### src/rtl/core/pls_pkg.sv
// ----------------------------------------------------------------------------
// pls_pkg
// Shared codes, defaults and the controller-to-datapath command type for the
// positional list store.
// ----------------------------------------------------------------------------
package pls_pkg;

  localparam int DEPTH_DEF = 16;

  localparam int OP_W   = 3;
  localparam int DATA_W = 32;
  localparam int IDX_W  = 5;
  localparam int STAT_W = 2;
  localparam int CNT_W  = 5;

  localparam logic [OP_W-1:0] OP_INS_FRONT = 3'd0;
  localparam logic [OP_W-1:0] OP_INS_BACK  = 3'd1;
  localparam logic [OP_W-1:0] OP_INS_AT    = 3'd2;
  localparam logic [OP_W-1:0] OP_EXT_FRONT = 3'd3;
  localparam logic [OP_W-1:0] OP_EXT_BACK  = 3'd4;
  localparam logic [OP_W-1:0] OP_EXT_AT    = 3'd5;

  localparam logic [STAT_W-1:0] ST_OK    = 2'd0;
  localparam logic [STAT_W-1:0] ST_FULL  = 2'd1;
  localparam logic [STAT_W-1:0] ST_EMPTY = 2'd2;
  localparam logic [STAT_W-1:0] ST_RANGE = 2'd3;

  typedef struct packed {
    logic load;  // capture the incoming word
    logic exec;  // run the captured operation and register the result
  } pls_cmd_t;

endpackage

### src/rtl/core/positional_list_store.sv
// ----------------------------------------------------------------------------
// positional_list_store
// Ordered list of up to DEPTH signed 32-bit words with insert and extract
// at the front, the back or a given position.
// ----------------------------------------------------------------------------
//  channel  | handshake          | fields
//  ---------+--------------------+-------------------------------------------
//  input    | start, busy        | in_op, in_value, in_index
//  result   | out_valid (strobe) | out_data, out_status, out_count
//
//  A word is taken when start is high and busy is low; busy is high for the
//  next cycle while the cell array shifts, and the result strobes in the cycle
//  after that. A new word may be taken in the strobe cycle. Synchronous
//  active-low reset empties the list; cell contents are left as they are.
//  The receiver cannot stall: each result is valid for one cycle.
// ----------------------------------------------------------------------------
module positional_list_store #(
  parameter int DEPTH = pls_pkg::DEPTH_DEF
) (
  input  logic                               clk,
  input  logic                               rst_n,
  input  logic                               start,
  output logic                               busy,
  input  logic [pls_pkg::OP_W-1:0]           in_op,
  input  logic signed [pls_pkg::DATA_W-1:0]  in_value,
  input  logic [pls_pkg::IDX_W-1:0]          in_index,
  output logic                               out_valid,
  output logic signed [pls_pkg::DATA_W-1:0]  out_data,
  output logic [pls_pkg::STAT_W-1:0]         out_status,
  output logic [pls_pkg::CNT_W-1:0]          out_count
);
  import pls_pkg::*;

  pls_cmd_t cmd;

  pls_ctrl u_ctrl (
    .clk       (clk),
    .rst_n     (rst_n),
    .start     (start),
    .busy      (busy),
    .out_valid (out_valid),
    .cmd       (cmd)
  );

  pls_datapath #(
    .DEPTH (DEPTH)
  ) u_datapath (
    .clk        (clk),
    .rst_n      (rst_n),
    .cmd        (cmd),
    .in_op      (in_op),
    .in_value   (in_value),
    .in_index   (in_index),
    .out_data   (out_data),
    .out_status (out_status),
    .out_count  (out_count)
  );

endmodule

### src/rtl/core/pls_ctrl.sv
// ----------------------------------------------------------------------------
// pls_ctrl
// Two-state sequencer: takes a command word, then runs it in the datapath
// and strobes the result.
// ----------------------------------------------------------------------------
module pls_ctrl (
  input  logic              clk,
  input  logic              rst_n,
  input  logic              start,
  output logic              busy,
  output logic              out_valid,
  output pls_pkg::pls_cmd_t cmd
);
  import pls_pkg::*;

  localparam logic ST_IDLE = 1'b0;
  localparam logic ST_EXEC = 1'b1;

  logic state_r, state_nxt;
  logic out_valid_r, out_valid_nxt;

  always_comb begin
    state_nxt     = state_r;
    out_valid_nxt = 1'b0;
    cmd.load      = 1'b0;
    cmd.exec      = 1'b0;
    case (state_r)
      ST_IDLE: begin
        if (start) begin
          cmd.load  = 1'b1;
          state_nxt = ST_EXEC;
        end
      end
      ST_EXEC: begin
        cmd.exec      = 1'b1;
        out_valid_nxt = 1'b1;
        state_nxt     = ST_IDLE;
      end
      default: begin
        state_nxt = ST_IDLE;
      end
    endcase
  end

  always_ff @(posedge clk) begin
    if (!rst_n) begin
      state_r     <= ST_IDLE;
      out_valid_r <= 1'b0;
    end else begin
      state_r     <= state_nxt;
      out_valid_r <= out_valid_nxt;
    end
  end

  assign busy      = (state_r == ST_EXEC);
  assign out_valid = out_valid_r;

endmodule

### src/rtl/core/pls_datapath.sv
// ----------------------------------------------------------------------------
// pls_datapath
// Shifting cell array with occupancy count. Decodes the captured word,
// checks full/empty/range, shifts the cells and registers the result.
// ----------------------------------------------------------------------------
module pls_datapath #(
  parameter int DEPTH = pls_pkg::DEPTH_DEF
) (
  input  logic                               clk,
  input  logic                               rst_n,
  input  pls_pkg::pls_cmd_t                  cmd,
  input  logic [pls_pkg::OP_W-1:0]           in_op,
  input  logic signed [pls_pkg::DATA_W-1:0]  in_value,
  input  logic [pls_pkg::IDX_W-1:0]          in_index,
  output logic signed [pls_pkg::DATA_W-1:0]  out_data,
  output logic [pls_pkg::STAT_W-1:0]         out_status,
  output logic [pls_pkg::CNT_W-1:0]          out_count
);
  import pls_pkg::*;

  localparam int OCC_W = $clog2(DEPTH + 1);
  localparam int CW    = $clog2(DEPTH);
  localparam int PW    = (OCC_W > IDX_W) ? OCC_W + 1 : IDX_W + 1;

  logic [OP_W-1:0]          op_r;
  logic [DATA_W-1:0]        value_r;
  logic [IDX_W-1:0]         index_r;
  logic [DATA_W-1:0]        cells_r   [DEPTH];
  logic [DATA_W-1:0]        cells_nxt [DEPTH];
  logic [OCC_W-1:0]         occ_r, occ_nxt;
  logic [DATA_W-1:0]        data_r, data_nxt;
  logic [STAT_W-1:0]        status_r, status_nxt;
  logic [CNT_W-1:0]         count_r;

  logic              is_ins, is_ext, full, empty, ins_ok, ext_ok;
  logic [PW-1:0]     occ_w, idx_w, pos;
  logic [PW-1:0]     occ_ext;

  always_comb begin
    occ_w  = PW'(occ_r);
    idx_w  = PW'(index_r);
    is_ins = (op_r == OP_INS_FRONT) || (op_r == OP_INS_BACK) || (op_r == OP_INS_AT);
    is_ext = (op_r == OP_EXT_FRONT) || (op_r == OP_EXT_BACK) || (op_r == OP_EXT_AT);
    full   = (occ_r == OCC_W'(DEPTH));
    empty  = (occ_r == '0);

    case (op_r)
      OP_INS_FRONT, OP_EXT_FRONT: pos = '0;
      OP_INS_BACK:                pos = occ_w;
      OP_EXT_BACK:                pos = occ_w - PW'(1);
      default:                    pos = idx_w;
    endcase

    ins_ok = is_ins && !full && (pos <= occ_w);
    ext_ok = is_ext && !empty && (pos < occ_w);

    status_nxt = ST_OK;
    if (is_ins && full)                  status_nxt = ST_FULL;
    else if (is_ins && !ins_ok)          status_nxt = ST_RANGE;
    else if (is_ext && empty)            status_nxt = ST_EMPTY;
    else if (is_ext && !ext_ok)          status_nxt = ST_RANGE;

    data_nxt = '0;
    if (ext_ok) data_nxt = cells_r[pos[CW-1:0]];

    occ_nxt = occ_r;
    if (ins_ok)      occ_nxt = occ_r + OCC_W'(1);
    else if (ext_ok) occ_nxt = occ_r - OCC_W'(1);
    occ_ext = PW'(occ_nxt);

    // every cell picks its neighbor, the new word or holds
    for (int i = 0; i < DEPTH; i++) begin
      cells_nxt[i] = cells_r[i];
      if (ins_ok) begin
        if (PW'(i) == pos)     cells_nxt[i] = value_r;
        else if (PW'(i) > pos) cells_nxt[i] = cells_r[(i > 0) ? i - 1 : 0];
      end else if (ext_ok) begin
        if (PW'(i) >= pos && i < DEPTH - 1) cells_nxt[i] = cells_r[(i < DEPTH - 1) ? i + 1 : i];
      end
    end
  end

  always_ff @(posedge clk) begin
    if (cmd.load) begin
      op_r    <= in_op;
      value_r <= in_value;
      index_r <= in_index;
    end
    if (cmd.exec) begin
      cells_r  <= cells_nxt;
      data_r   <= data_nxt;
      status_r <= status_nxt;
      count_r  <= occ_ext[CNT_W-1:0];
    end
  end

  always_ff @(posedge clk) begin
    if (!rst_n) begin
      occ_r <= '0;
    end else if (cmd.exec) begin
      occ_r <= occ_nxt;
    end
  end

  assign out_data   = data_r;
  assign out_status = status_r;
  assign out_count  = count_r;

endmodule
### config.mk
export PLATFORM = sky130hd
export DESIGN_NAME = positional_list_store
export DESIGN_NICKNAME = d
export VERILOG_FILES = /design/src/rtl/core/pls_pkg.sv /design/src/rtl/core/positional_list_store.sv /design/src/rtl/core/pls_ctrl.sv /design/src/rtl/core/pls_datapath.sv
export SDC_FILE = /design/constraint.sdc
export NUM_CORES = 1
export LEC_CHECK = 0
export BUFFER_PORTS_ARGS = -buffer_cell sky130_fd_sc_hd__buf_4
export CAP_MARGIN = 15
export CORE_MARGIN = 8
export CORE_UTILIZATION = 49
export CTS_BUF_LIST = sky130_fd_sc_hd__clkbuf_16
export DETAILED_ROUTE_END_ITERATION = 8
export PLACE_DENSITY = 0.69
export SLEW_MARGIN = 40
export SYNTH_ARGS = -nofsm -noshare
export SYNTH_HDL_FRONTEND = slang
export SYNTH_HIERARCHICAL = 1
export SYNTH_SLANG_ARGS = --single-unit
### constraint.sdc
create_clock -name clk -period 14.1 [get_ports clk]
set_input_delay 2.115 -clock clk [delete_from_list [all_inputs] [get_ports clk]]
set_output_delay 2.115 -clock clk [all_outputs]
set_load 0.005 [all_outputs]
* After elaboration in Yosys (flattened, before gate mapping)
Cells that the tools add are included.
** Cells by class
- Add/sub/neg operators :: 3
- Order comparisons :: 33
- Equal/unequal tests :: 36
- Multiplexer cells :: 89
- Bitwise operators :: 2
- Reduce and logical (&&, ||, !) cells :: 54
** Operators by type and width (count)
- $mux W32 :: 78
- $bmux W32 S4 :: 1
- $reduce_and A4 Y1 :: 15
- $eq A4 B6 Y1 const A :: 8
- $gt A4 B6 Y1 const A :: 8
- $ge A4 B6 Y1 const A :: 7
- $ne A3 B3 Y1 const B :: 14
- $reduce_bool A2 Y1 :: 17
- $eq A3 B6 Y1 const A :: 4
- $ge A3 B6 Y1 const A :: 4
- $gt A3 B6 Y1 const A :: 4
- $pmux W6 S3 :: 1
- $eq A2 B6 Y1 const A :: 2
- $ge A1 B6 Y1 const A :: 2
- $ge A2 B6 Y1 const A :: 2
- $gt A2 B6 Y1 const A :: 2
- $mux W5 :: 2
- $logic_and A1 B1 Y1 :: 8
- $eq A1 B6 Y1 const A :: 1
- $eq A3 B2 Y1 const B :: 2
- $eq A3 B3 Y1 const B :: 2
- $gt A1 B6 Y1 const A :: 1
- $le A6 B5 Y1 :: 1
- $logic_not A6 Y1 :: 1
- 19 further kinds :: 30
** Storage, ports and cells
- Register bits after elaboration :: 598
- Input port bits :: 43
- Output and inout bits :: 41
- Word-level logic and storage cells :: 243

* Depth between registers and ports, before layout
- Depth after elaboration :: 10
- Gate-level depth with buffers :: 20
- Depth with buffers taken out :: 13

* Modules after synthesis
The synthesis kept the hierarchy.
** Modules (own cells, without submodules)
- pls_datapath :: times used 1, cells each 3480, area each 34719.5 sq um, seq. area each 17847.1 sq um
- pls_ctrl :: times used 1, cells each 7, area each 81.3 sq um, seq. area each 40.0 sq um

* Least setup slack after synthesis
No wires, ideal clock.
- Path kind :: register to register
- From :: reg u_datapath.occ_r[0]
- To :: reg u_datapath/cells_r[0] (netlist bit) (enable)
- Setup time :: 461 ps
- Arrival time :: 6017 ps
- Required time :: 13639 ps
- Path slack :: 7622 ps
- Cell stages (with the launch flop) :: 19
- Path buffers :: 6
- Clock period less this slack :: 6478 ps
- Cells stage by stage :: dfxtp_1 buf_2 inv_1 ha_1 or4bb_1 a31oi_4 nor2_8 inv_4 buf_1 ha_1 and3_1 o21ai_0 a32oi_1 or2_1 buf_2 buf_4 buf_2 clkbuf_1 nor3_1
** Between the ends
- Longest elaborated chain between the ends :: 5
- Elaborated cells on any way between the ends :: 11
- Classes of those cells :: add/sub: 1; order compare: 2; eq/ne: 2; mux: 1; reduce/logical: 5
** RTL lines
- start, declared :: RTL line pls_datapath.sv:30 : logic [OCC_W-1:0] occ_r, occ_nxt;
- start signal, assigned :: RTL line pls_datapath.sv:101 : occ_r <= occ_nxt;
- $sub A5 B1 Y6 / $eq A5 B5 Y1 (equally long branches) :: RTL line pls_datapath.sv:50, pls_datapath.sv:44
- $pmux W6 S3 / $logic_not A1 Y1 (equally long branches) :: RTL line pls_datapath.sv:47, pls_datapath.sv:54
- $gt A4 B6 Y1 (tied with other cells) :: RTL line pls_datapath.sv:76 : else if (PW'(i) > pos) cells_nxt[i] = cells_r[(i > 0) ? i - 1 : 0];
- $reduce_bool A2 Y1 (no source line) / $logic_and A1 B1 Y1 (equally long branches)
- $reduce_and A3 Y1 (no source line) (*)
- end signal, assigned :: RTL line pls_datapath.sv:90 : cells_r <= cells_nxt;
- end, declared :: RTL line pls_datapath.sv:28 : logic [DATA_W-1:0] cells_r [DEPTH];
Every way passes the cells marked *; elsewhere a longest branch is shown, timed or not.
A chain may end at the register's enable or synchronous reset.

==> results.tsv <==
metric	value	unit
outcome	completed	
cts_tree	yes	
internal-power	3169	uW
htree_levels	3	
slowest_delay	0.71	ns
drive_above_1_share	10.81	%
synthTopCellsByCount	nand2_1 (840), edfxtp_1 (591), mux2i_1 (451), o21ai_1 (414), clkbuf_1 (247)	
finalMaxSlewViolations	0	
whs_path_depth	2	
synth_cell_type_count	71	
clock_power_share	38.5	%
firstDrtPassIters	6	
path_cells	inv_1 -> ha_1 -> or4bb_1 -> a31oi_4 -> nor2_8 -> inv_4 -> ha_1 -> and3_1 -> o21ai_0 -> a32oi_1 -> or2_4 -> buf_12 -> buf_16 -> clkbuf_8 -> o21ai_0	
synth_edf_count	591	
yosysMostFrequentCell	nand2_1	
syn2layout_area_growth	9.736	%
worstMarginPinSlew	0.9289	ns
grt_pass1_vias	27326	
synth_area_leaders	edfxtp_1 (51%), mux2i_1 (13%), nand2_1 (9.1%), o21ai_1 (6.0%), clkbuf_1 (2.7%)	
crit_path_end_kind	flop	
vias	28378	
crit_fanout	139	
core	70150	um2
grt_remaining_overflow	0	
path_class	flop to flop	
finalSetupTns	0	ns
cts-root-buf	clkbuf_16	
pwr-share-comb	14.7	%
arrival	6.54	ns
r2r_cells	15	
critPathSlowestCell	or2_4	
fin_crit_sh	44.18	%
routabilityCongestion	0.8237	
placementRows	97	
clock_path_buffers	3	
yosys_warnings	6	
ys_async_sr_fraction	0	%
io_pins	84	
nets	3428	
grt_usage	27.03	%
start_util	49.61	%
maxCapViolations	0	
vdd_drop_max	109.4	uV
syn_area	34800	um2
antenna_found_initial	2	
ys_ff_latch	598	
final_antenna_net_count	0	
critPathRequiredTime	14.41	ns
ctsHoldBuffers	0	
die_w	282.5	um
routed_wl	110700	um
skew	0.01593	ns
postSynthNetCount	3537	
period_needed	6.229	ns
drtIter0Drc	3693	
p_sw_share	27.80	%
setup_viol_count_final	0	
slew-limit-headroom	38.08	%
cts_buffers	67	
chipHeight	282.5	um
post_cts_buffers	0	
viasPerCell	6.504	
place_hpwl	62180	um
leakage	0.01267	uW
drc	0	
hp-class	flop to flop	
cts_repair_resize_count	0	
dieArea	79810	um2
post_drt_wl_per_cell	25.36	um
port_buffers	83	
synthCells	3487	
finalHoldViolations	0	
p_switching	1220	uW
seq_area_frac_synth	51.40	%
clock.fmax	160.5	MHz
cts.sinks	598	
rsz0062_at_grt	false	
power_frac_seq	46.8	%
grt_first_pass_wirelength	167100	um
synth_top_area_cell	edfxtp_1	
fin_util	54.44	%
grt_max_degree	159	
worstSkewPairLatency	0.60	ns
place_inst	4242	
nFillCells	6089	
start_kind	flop	
synth_ff_type	edfxtp_1	
fin_cells	4363	
netlist.area_leader.share	51.00	%
clk_pin_slew	0.06	ns
synth.avg_cell_area	9.980	um2
power.density	114.9	nW/um2
[flip-flops by register name, summed over array words and instances (netlist names)]
signal,count
u_ctrl/busy,1
u_ctrl/out_valid,1
u_datapath/cells_r,512
u_datapath/index_r,5
u_datapath/occ_r,5
u_datapath/op_r,3
u_datapath/out_count,5
u_datapath/out_data,32
u_datapath/out_status,2
u_datapath/value_r,32
[through the flow]
stage	setup slack, ns	power (uW)	hold slack [ns]	area, um2
after floorplan	7.622	2523	0.5169	34800
after global placement	7.567	2695	0.5375	35890
after detailed placement	7.633	2714	0.5390	36010
after CTS	7.625	4385	0.5614	38050
after global routing	7.351	4524	0.5852	38190
final	7.871	4389	0.5622	38190
[power groups by stage]
stage	logic, uW	clock network (uW)	registers [uW]
floorplan	458	0	2060
detailed placement	624	0	2090
global route	694	1770	2060
finish	644	1690	2060
CTS	625	1710	2050
global placement	604	0	2090
[cells by family (layout without fill, tap and decap cells)]
family                   Yosys count  after routing  share of synthesized area [%]
adder cells (fa/ha/maj)            7              7                         0.2517
multiplexers                     488            488                          14.20
AND/OR/NAND/NOR                 1056           1056                          13.49
other                              0              1                              0
XOR/XNOR                           4              4                         0.1007
buffers and inverters            364            299                          4.667
flip-flops                       598            598                          51.40
AO/OA/AOI/OAI                    970            970                          15.89
[cells in the final DEF, fill, tap and decap left out, types with 11 or more instances in the layout]
cell type	synthesis	routed
nand2_1	840	840
edfxtp_1	591	591
mux2i_1	451	451
o21ai_1	414	410
buf_4	33	154
o21ai_0	134	134
a21oi_1	138	132
a31oi_1	121	121
clkbuf_16	0	71
nor4_1	61	61
o211ai_1	61	61
mux2_2	36	36
nand4_1	36	36
nor3_1	42	36
o31ai_1	36	36
o311ai_0	30	30
inv_1	10	17
clkinv_2	0	15
clkinv_1	0	15
nor4_4	14	15
nor2_1	16	11
[final cells by class]
cell class	instances	area, um2	area share, %
flip-flops and latches	598	17890	46.84
multi-input cells	2525	15550	40.71
clock buffers	71	1777	4.652
repair buffers	172	1474	3.860
well taps	940	1176	3.080
clock inverters	42	264.0	0.6913
inverters	14	60.06	0.1573
diodes	1	2.502	0.006553
[critical path, delay by kind of cell (launching register included)]
| kind | cells | cell delay (ns) |
|---|---|---|
| AOI/OAI and AO/OA | 4 | 1.05 |
| DFF | 1 | 0.59 |
| buffers and inverters | 5 | 2.05 |
| and+or+nand+nor | 4 | 1.63 |
| adders and majority gates | 2 | 0.47 |
[final timing paths]
path,start,to,slack (ns)
worst max-delay path,u_datapath/occ_r[0],u_datapath/cells_r[423],7.87
worst min-delay path,u_datapath/cells_r[4],u_datapath/cells_r[36],0.56
worst max register to register,u_datapath/occ_r[0],u_datapath/cells_r[423],7.87
worst min register to register,u_datapath/cells_r[4],u_datapath/cells_r[36],0.56
[routing by layer]
metal  vias up  part of all wire, %  GRT usage [%]  routed length (um)
met5         -                    0              0                   0
met4         0                  4.3          12.27                4767
met3       280                  9.5          4.651               10530
met2      1604                   46          42.70               50430
met1     13786                   41          36.34               44940
li1      12708                    -              -                   -
(Power assumes the default switching activity.)
